### src/sha_pkg.sv
// ----------------------------------------------------------------------------
// sha_pkg: shared types and constants for the SHA-256 message hasher
// Item structs for both channels, round constants and initial hash values.
// ----------------------------------------------------------------------------
package sha_pkg;

  // Input item: one message byte with presence and end marks
  typedef struct packed {
    logic [7:0] data_byte;
    logic       byte_present;
    logic       end_of_message;
  } msg_t;

  // Output item: one digest word
  typedef struct packed {
    logic [31:0] digest_word;
    logic        last_word;
  } dig_t;

  localparam int WinDepth = 16;
  localparam int Rounds   = 64;

  localparam logic [31:0] InitH [8] = '{
    32'h6a09e667, 32'hbb67ae85, 32'h3c6ef372, 32'ha54ff53a,
    32'h510e527f, 32'h9b05688c, 32'h1f83d9ab, 32'h5be0cd19
  };

  localparam logic [31:0] RoundK [64] = '{
    32'h428a2f98, 32'h71374491, 32'hb5c0fbcf, 32'he9b5dba5,
    32'h3956c25b, 32'h59f111f1, 32'h923f82a4, 32'hab1c5ed5,
    32'hd807aa98, 32'h12835b01, 32'h243185be, 32'h550c7dc3,
    32'h72be5d74, 32'h80deb1fe, 32'h9bdc06a7, 32'hc19bf174,
    32'he49b69c1, 32'hefbe4786, 32'h0fc19dc6, 32'h240ca1cc,
    32'h2de92c6f, 32'h4a7484aa, 32'h5cb0a9dc, 32'h76f988da,
    32'h983e5152, 32'ha831c66d, 32'hb00327c8, 32'hbf597fc7,
    32'hc6e00bf3, 32'hd5a79147, 32'h06ca6351, 32'h14292967,
    32'h27b70a85, 32'h2e1b2138, 32'h4d2c6dfc, 32'h53380d13,
    32'h650a7354, 32'h766a0abb, 32'h81c2c92e, 32'h92722c85,
    32'ha2bfe8a1, 32'ha81a664b, 32'hc24b8b70, 32'hc76c51a3,
    32'hd192e819, 32'hd6990624, 32'hf40e3585, 32'h106aa070,
    32'h19a4c116, 32'h1e376c08, 32'h2748774c, 32'h34b0bcb5,
    32'h391c0cb3, 32'h4ed8aa4a, 32'h5b9cca4f, 32'h682e6ff3,
    32'h748f82ee, 32'h78a5636f, 32'h84c87814, 32'h8cc70208,
    32'h90befffa, 32'ha4506ceb, 32'hbef9a3f7, 32'hc67178f2
  };

  function automatic logic [31:0] ror(input logic [31:0] x, input int n);
    ror = (x >> n) | (x << (32 - n));
  endfunction

endpackage

### src/sha_ram.sv
// ----------------------------------------------------------------------------
// sha_ram: generic single-write, single-read RAM
// Read data is registered: data appears in the cycle after the address.
// ----------------------------------------------------------------------------
module sha_ram #(
  parameter int WIDTH = 32,
  parameter int DEPTH = 16
) (
  input  logic                     clk,
  input  logic                     wr_en,
  input  logic [$clog2(DEPTH)-1:0] wr_addr,
  input  logic [WIDTH-1:0]         wr_data,
  input  logic [$clog2(DEPTH)-1:0] rd_addr,
  output logic [WIDTH-1:0]         rd_data
);

  logic [WIDTH-1:0] mem [DEPTH];

  always_ff @(posedge clk) begin
    if (wr_en) begin
      mem[wr_addr] <= wr_data;
    end
    rd_data <= mem[rd_addr];
  end

endmodule

### src/sha256_message_hasher.sv
// ----------------------------------------------------------------------------
// sha256_message_hasher: streaming SHA-256 over a byte-wide message
// Gathers 64-byte blocks in a 16-word RAM, compresses, pads, emits digest.
// ----------------------------------------------------------------------------
// Bytes are taken one per cycle while input is not stalled; after every 64th
// byte input stalls for a compression of 64 rounds and then the hash update,
// each round stepping through phases set by the four schedule reads it makes
// through the single RAM read port. End of message adds padding writes and
// one or two compressions, then eight digest items, one per cycle when not
// stalled.
// Reset loads the initial hash values and clears the byte count; no clear pass.
module sha256_message_hasher (
  input  logic          clk,
  input  logic          rst,
  input  logic          msg_valid,
  output logic          msg_stall,
  input  sha_pkg::msg_t msg,
  output logic          dig_valid,
  input  logic          dig_stall,
  output sha_pkg::dig_t dig
);
  import sha_pkg::*;

  typedef enum logic [2:0] {
    S_IN, S_HEAD, S_FILL, S_LEN_HI, S_LEN_LO, S_ROUND, S_ADD, S_OUT
  } state_t;

  typedef enum logic [1:0] {R_IN, R_HEAD, R_FILL, R_OUT} ret_t;

  state_t      state;
  ret_t        ret;
  logic [63:0] byte_count;
  logic [23:0] cur_word;
  logic [3:0]  fill_idx;
  logic        overflow;
  logic [5:0]  round_index;
  logic [2:0]  phase;
  logic [2:0]  out_idx;
  logic [31:0] hash_words [8];
  logic [31:0] v [8];
  logic [31:0] w16, w15, w7;

  logic        ram_we;
  logic [3:0]  ram_waddr;
  logic [31:0] ram_wdata;
  logic [3:0]  ram_raddr;
  logic [31:0] ram_rdata;

  logic [63:0] count_next;
  logic [31:0] head_word;
  logic [31:0] s0, s1, wt, t1, t2;
  logic        take;

  sha_ram #(.WIDTH(32), .DEPTH(WinDepth)) u_win (
    .clk     (clk),
    .wr_en   (ram_we),
    .wr_addr (ram_waddr),
    .wr_data (ram_wdata),
    .rd_addr (ram_raddr),
    .rd_data (ram_rdata)
  );

  assign take       = msg_valid && !msg_stall;
  assign msg_stall  = (state != S_IN);
  assign count_next = byte_count + 64'd1;

  // First padding word: pending bytes, then 0x80, then zeros
  always_comb begin
    case (byte_count[1:0])
      2'd0:    head_word = 32'h8000_0000;
      2'd1:    head_word = {cur_word[7:0], 8'h80, 16'h0};
      2'd2:    head_word = {cur_word[15:0], 8'h80, 8'h0};
      default: head_word = {cur_word[23:0], 8'h80};
    endcase
  end

  // Schedule read sequence: w[t-16], w[t-15], w[t-7], w[t-2]
  always_comb begin
    case (phase)
      3'd0:    ram_raddr = round_index[3:0];
      3'd1:    ram_raddr = round_index[3:0] + 4'd1;
      3'd2:    ram_raddr = round_index[3:0] + 4'd9;
      default: ram_raddr = round_index[3:0] + 4'd14;
    endcase
  end

  // Round datapath; ram_rdata holds w[t-2] in the last phase
  always_comb begin
    s0 = ror(w15, 7) ^ ror(w15, 18) ^ (w15 >> 3);
    s1 = ror(ram_rdata, 17) ^ ror(ram_rdata, 19) ^ (ram_rdata >> 10);
    wt = (round_index < 6'd16) ? w16 : (w16 + s0 + w7 + s1);
    t1 = v[7] + (ror(v[4], 6) ^ ror(v[4], 11) ^ ror(v[4], 25))
       + ((v[4] & v[5]) ^ (~v[4] & v[6])) + RoundK[round_index] + wt;
    t2 = (ror(v[0], 2) ^ ror(v[0], 13) ^ ror(v[0], 22))
       + ((v[0] & v[1]) ^ (v[0] & v[2]) ^ (v[1] & v[2]));
  end

  // Window write port
  always_comb begin
    ram_we    = 1'b0;
    ram_waddr = fill_idx;
    ram_wdata = 32'h0;
    case (state)
      S_IN: begin
        ram_we    = take && msg.byte_present && (byte_count[1:0] == 2'd3);
        ram_waddr = byte_count[5:2];
        ram_wdata = {cur_word, msg.data_byte};
      end
      S_HEAD: begin
        ram_we    = 1'b1;
        ram_waddr = byte_count[5:2];
        ram_wdata = head_word;
      end
      S_FILL: begin
        ram_we = 1'b1;
      end
      S_LEN_HI: begin
        ram_we    = 1'b1;
        ram_waddr = 4'd14;
        ram_wdata = byte_count[60:29];
      end
      S_LEN_LO: begin
        ram_we    = 1'b1;
        ram_waddr = 4'd15;
        ram_wdata = {byte_count[28:0], 3'b000};
      end
      S_ROUND: begin
        ram_we    = (phase == 3'd4) && (round_index >= 6'd16);
        ram_waddr = round_index[3:0];
        ram_wdata = wt;
      end
      default: ;
    endcase
  end

  // Sequencer
  always_ff @(posedge clk) begin
    if (rst) begin
      state       <= S_IN;
      ret         <= R_IN;
      byte_count  <= 64'd0;
      fill_idx    <= 4'd0;
      overflow    <= 1'b0;
      round_index <= 6'd0;
      phase       <= 3'd0;
      out_idx     <= 3'd0;
      for (int i = 0; i < 8; i++) begin
        hash_words[i] <= InitH[i];
        v[i]          <= 32'h0;
      end
    end else begin
      case (state)
        S_IN: begin
          if (take) begin
            if (msg.byte_present) begin
              cur_word   <= {cur_word[15:0], msg.data_byte};
              byte_count <= count_next;
              if (count_next[5:0] == 6'd0) begin
                state       <= S_ROUND;
                ret         <= msg.end_of_message ? R_HEAD : R_IN;
                round_index <= 6'd0;
                phase       <= 3'd0;
                for (int i = 0; i < 8; i++) v[i] <= hash_words[i];
              end else if (msg.end_of_message) begin
                state <= S_HEAD;
              end
            end else if (msg.end_of_message) begin
              state <= S_HEAD;
            end
          end
        end
        S_HEAD: begin
          overflow <= (byte_count[5:2] >= 4'd14);
          fill_idx <= byte_count[5:2] + 4'd1;
          if (byte_count[5:2] == 4'd15) begin
            state       <= S_ROUND;
            ret         <= R_FILL;
            round_index <= 6'd0;
            phase       <= 3'd0;
            for (int i = 0; i < 8; i++) v[i] <= hash_words[i];
          end else if (byte_count[5:2] == 4'd13) begin
            state <= S_LEN_HI;
          end else begin
            state <= S_FILL;
          end
        end
        S_FILL: begin
          fill_idx <= fill_idx + 4'd1;
          if (fill_idx == 4'd15) begin
            state       <= S_ROUND;
            ret         <= R_FILL;
            round_index <= 6'd0;
            phase       <= 3'd0;
            for (int i = 0; i < 8; i++) v[i] <= hash_words[i];
          end else if (fill_idx == 4'd13 && !overflow) begin
            state <= S_LEN_HI;
          end
        end
        S_LEN_HI: state <= S_LEN_LO;
        S_LEN_LO: begin
          state       <= S_ROUND;
          ret         <= R_OUT;
          round_index <= 6'd0;
          phase       <= 3'd0;
          for (int i = 0; i < 8; i++) v[i] <= hash_words[i];
        end
        S_ROUND: begin
          case (phase)
            3'd1: w16 <= ram_rdata;
            3'd2: w15 <= ram_rdata;
            3'd3: w7  <= ram_rdata;
            default: ;
          endcase
          if (phase == 3'd4) begin
            phase <= 3'd0;
            v[7] <= v[6];
            v[6] <= v[5];
            v[5] <= v[4];
            v[4] <= v[3] + t1;
            v[3] <= v[2];
            v[2] <= v[1];
            v[1] <= v[0];
            v[0] <= t1 + t2;
            round_index <= round_index + 6'd1;
            if (round_index == 6'(Rounds - 1)) begin
              state <= S_ADD;
            end
          end else begin
            phase <= phase + 3'd1;
          end
        end
        S_ADD: begin
          for (int i = 0; i < 8; i++) hash_words[i] <= hash_words[i] + v[i];
          case (ret)
            R_IN:    state <= S_IN;
            R_HEAD:  state <= S_HEAD;
            R_FILL: begin
              // overflow block done: second block starts from word zero
              state    <= S_FILL;
              fill_idx <= 4'd0;
              overflow <= 1'b0;
            end
            default: begin
              state   <= S_OUT;
              out_idx <= 3'd0;
            end
          endcase
        end
        S_OUT: begin
          if (!dig_stall) begin
            out_idx <= out_idx + 3'd1;
            if (out_idx == 3'd7) begin
              state      <= S_IN;
              byte_count <= 64'd0;
              for (int i = 0; i < 8; i++) hash_words[i] <= InitH[i];
            end
          end
        end
        default: state <= S_IN;
      endcase
    end
  end

  // Digest output straight from the hash registers
  assign dig_valid       = (state == S_OUT);
  assign dig.digest_word = hash_words[out_idx];
  assign dig.last_word   = (out_idx == 3'd7);

  // Input and output never both open
  a_exclusive: assert property (@(posedge clk) disable iff (rst)
    dig_valid |-> msg_stall)
    else $error("digest shown while input open");

  // After the last digest item the block takes input again
  a_reopen: assert property (@(posedge clk) disable iff (rst)
    (dig_valid && dig.last_word && !dig_stall) |=> (!dig_valid && !msg_stall))
    else $error("block did not return to input after digest");

  // Round phase stays within its five steps
  a_phase: assert property (@(posedge clk) disable iff (rst)
    phase <= 3'd4)
    else $error("round phase out of range");

endmodule
### config.mk
export PLATFORM = sky130hd
export DESIGN_NAME = sha256_message_hasher
export DESIGN_NICKNAME = d
export VERILOG_FILES = /design/src/sha_pkg.sv /design/src/sha_ram.sv /design/src/sha256_message_hasher.sv
export SDC_FILE = /design/constraint.sdc
export NUM_CORES = 2
export LEC_CHECK = 0
export BUFFER_PORTS_ARGS = -buffer_cell sky130_fd_sc_hd__buf_2
export CORE_UTILIZATION = 50
export CTS_BUF_LIST = sky130_fd_sc_hd__clkbuf_4 sky130_fd_sc_hd__clkbuf_8
export CTS_CLUSTER_DIAMETER = 200
export DETAILED_ROUTE_END_ITERATION = 12
export PLACE_DENSITY_LB_ADDON = 0.2
export SYNTH_ARGS = -nofsm -noshare
export SYNTH_HDL_FRONTEND = slang
export SYNTH_HIERARCHICAL = 1
export SYNTH_SLANG_ARGS = --single-unit
### constraint.sdc
create_clock -name clk -period 27.7 [get_ports clk]
set_clock_uncertainty 0.15 [all_clocks]
set_input_delay 1.385 -clock clk [delete_from_list [all_inputs] [get_ports clk]]
set_output_delay 1.385 -clock clk [all_outputs]
set_load 0.01 [all_outputs]
==> flow_metrics.env <==
export IMPL_outcome="complete, no violations"
export IMPL_slowest_delay_ns=0.66
export IMPL_mostFrequentLayoutCell="edfxtp_1"
export IMPL_cp_end_kind="register"
export IMPL_rsz0062_at_grt="false"
export IMPL_dieHeight_um=397
export IMPL_layoutNonFillerInstCount=9374
export IMPL_async_flop_share_pct=0
export IMPL_rows=144
export IMPL_core_sq_um=155000
export IMPL_cts_max_path_buffers=3
export IMPL_post_route_period_util_pct=40.1
export IMPL_slew_headroom_pct=11.1
export IMPL_nets=7763
export IMPL_via_count=58100
export IMPL_placed_cell_area_sq_um=80800
export IMPL_worstSetupPathType="reg -> reg"
export IMPL_gr_total_overflow=0
export IMPL_syn_area_per_cell_sq_um=11.0
export IMPL_path_delay_family="adder cells"
export IMPL_syn_num_nets=7728
export IMPL_start_kind="register"
export IMPL_n_fill_cell=13187
export IMPL_synth_top_cell_area_share_pct=39.1
export IMPL_ys_flop_type="edfxtp_1"
export IMPL_grt_start_max_net_pins=176
export IMPL_synth_edf_count=1016
export IMPL_drt_wl_total_um=253000
export IMPL_cp_required_ns=28.26
export IMPL_reg2reg_depth=44
export IMPL_multi_input_area_sq_um=39600
export IMPL_synthesis_area_sq_um=78100
export IMPL_final_cell_area_sq_um=85500
export IMPL_cts_resized=0
export IMPL_clock_latency_ns=1.00
export IMPL_htree_levels=4
export IMPL_pre_cts_ws_ns=16.70
export IMPL_grt_pass1_vias=56614
export IMPL_worst_path_max_delay_cell="a2111oi_0"
export IMPL_cp_max_fo=6
export IMPL_fin_crit_ns=11.11
export IMPL_place_inst=8965
export IMPL_yosys_warnings=6
export IMPL_grt_first_pass_wirelength_um=370000
export IMPL_final_cell_mix="edfxtp_1 (1,016), nand2_1 (622), inv_1 (505)"
export IMPL_ff2ff_setup_slack_ns=16.59
export IMPL_register_area_sq_um=35500
export IMPL_synth_seq_area_share_pct=45.4
export IMPL_die_x_um=397
export IMPL_cp_num_cells=44
export IMPL_tritoncts="built"
export IMPL_start_util_pct=50.5
export IMPL_critPathCapture="v[0][29]"
export IMPL_drt_pass1_iterations=6
export IMPL_cts_sinks=1262
export IMPL_setup_viol=0
export IMPL_gp_congestion=0.983
export IMPL_tns_ns=0
export IMPL_grt_use_total_pct=31.7
export IMPL_synth_area_leaders="edfxtp_1 (39%), ha_1 (6.6%), dfxtp_1 (6.3%), mux4_2 (5.9%), fa_1 (5.0%)"
export IMPL_synth_seq_cells=1262
export IMPL_numCtsBuffers=215
export IMPL_drtIter0Drc=6024
export IMPL_timing_rr_start="w15[8]"
export IMPL_syn_instance_count=7103
export IMPL_port_buffers=48
export IMPL_wire_per_inst_um=26.9
export IMPL_pin_count=49
export IMPL_clk_pin_slew_ns=0.07
export IMPL_cts_root_buf="clkbuf_8"
export IMPL_vias_per_cell=6.20
export IMPL_hold_buffers=0
export IMPL_drc_errors=0
export IMPL_post_dp_hpwl_um=181000
export IMPL_post_cts_buffers=0
export IMPL_critical_path_buf_inv_count=7
export IMPL_drive_gt1_share_pct=11.6
export IMPL_arrival_ns=11.66
export IMPL_final_antenna_net_count=0
export IMPL_maxCapViolCount=0
export IMPL_yosysUniqueCellTypes=87
export IMPL_r2r_end="v[0][29]"
export IMPL_antenna_found_initial=6
export IMPL_worst_pin_slew_ns=1.32
export IMPL_die_area_sq_um=158000
export IMPL_setup_slack_ns=16.59
export IMPL_crit_start="w15[8]"
export IMPL_fmax_mhz=90.0
export IMPL_area_growth_syn_to_layout_pct=9.41
export IMPL_yosys_area_top_type="edfxtp_1"
export IMPL_min_path_type="reg -> reg"
export IMPL_slew_viol_final=0
export IMPL_hold_viol=0
-- final cells by class --
class                   instances  area share [%]
well taps                    2044            2.99
repair buffers                174            1.43
diodes                          4          0.0117
inverters                     508            2.23
clock buffers                 302            4.38
multi-input cells            4977            46.3
clock inverters               103            1.13
flip-flops and latches       1262            41.5
-- cells in the mapped netlist (12+ instances only) --
library cell  instances
a211o_1              19
a211oi_1             53
a21boi_0             17
a21o_1              176
a21oi_1             471
a221oi_1             12
a22o_1              148
a22oi_1              86
a31oi_1              42
and2_1               21
and3_1               39
buf_1                48
clkbuf_1            288
dfxtp_1             246
edfxtp_1           1016
fa_1                196
ha_1                415
inv_1               507
mux2_2               39
mux2i_1              67
mux4_2              204
nand2_1             623
nand2b_1            138
nand3_1              95
nand4_1              29
nor2_1              400
nor2b_1              51
nor3_1               89
nor3b_1              18
nor4_1               12
o211ai_1             67
o21a_1               60
o21ai_0             459
o21bai_1             46
o221ai_1             15
o22ai_1              17
o311ai_0             12
o31ai_1              23
or2_2                13
or3_1                49
xnor2_1             354
xor2_1              254
-- metal layers --
| layer | vias up | GRT usage, % | wire length [um] |
|---|---|---|---|
| li1 | 26026 | - | - |
| met1 | 28838 | 42.4 | 103000 |
| met3 | 531 | 5.55 | 20500 |
| met4 | 10 | 15.2 | 13000 |
| met2 | 2695 | 50.2 | 116000 |
| met5 | - | 0 | 72 |
-- worst reg2reg max path, delay by kind of cell, from the launching register on --
| family | cells | cell delay (ns) |
|---|---|---|
| XOR/XNOR | 4 | 0.67 |
| buffers and inverters | 7 | 0.45 |
| flip-flops | 1 | 0.45 |
| AND/OR/NAND/NOR | 7 | 0.90 |
| AO/OA/AOI/OAI | 15 | 3.98 |
| adder cells (fa/ha/maj) | 10 | 4.18 |
| multiplexers | 1 | 0.11 |
-- through the flow --
stage               hold slack, ns  util, %
finish                       0.343     55.3
global route                 0.366     55.3
CTS                          0.343     55.3
detailed placement           0.334     52.2
global placement             0.318     52.2
floorplan                    0.308        -
-- how the worst min path moves through the flow --
stage	end	start	slack, ns	cells past startpoint
2_1_floorplan	byte_count[34]	byte_count[34]	0.31	2
3_3_place_gp	byte_count[34]	byte_count[34]	0.32	2
3_5_place_dp	byte_count[34]	byte_count[34]	0.33	2
4_1_cts	byte_count[34]	byte_count[34]	0.34	2
5_1_grt	hash_words[5][29]	hash_words[5][29]	0.37	2
6_report	hash_words[7][19]	hash_words[7][19]	0.34	2
-- registers in the layout (all words and copies together) (netlist names), named ones only --
register and flops:
v 256, out_idx 3, fill_idx 4, round_index 6, u_win/rd_data 32, u_win/mem 512
state 3, phase 3, w7 32, hash_words 256, ret 2, overflow 1
cur_word 24, w15 32, byte_count 61, w16 32
-- cell families (layout without fill, tap and decap cells) --
family,count (synthesis),count (layout),synth area share [%]
AO/OA/AOI/OAI,1830,1830,15.1
other,0,4,0
XOR/XNOR,608,608,6.82
adder cells (fa/ha/maj),616,616,11.7
multiplexers,310,310,7.30
flip-flops,1262,1262,45.4
buffers and inverters,864,1087,4.23
AND/OR/NAND/NOR,1613,1613,9.51
Power is not shown: default switching activity piles up to over one toggle a cycle in this logic, so the estimate is an artifact.
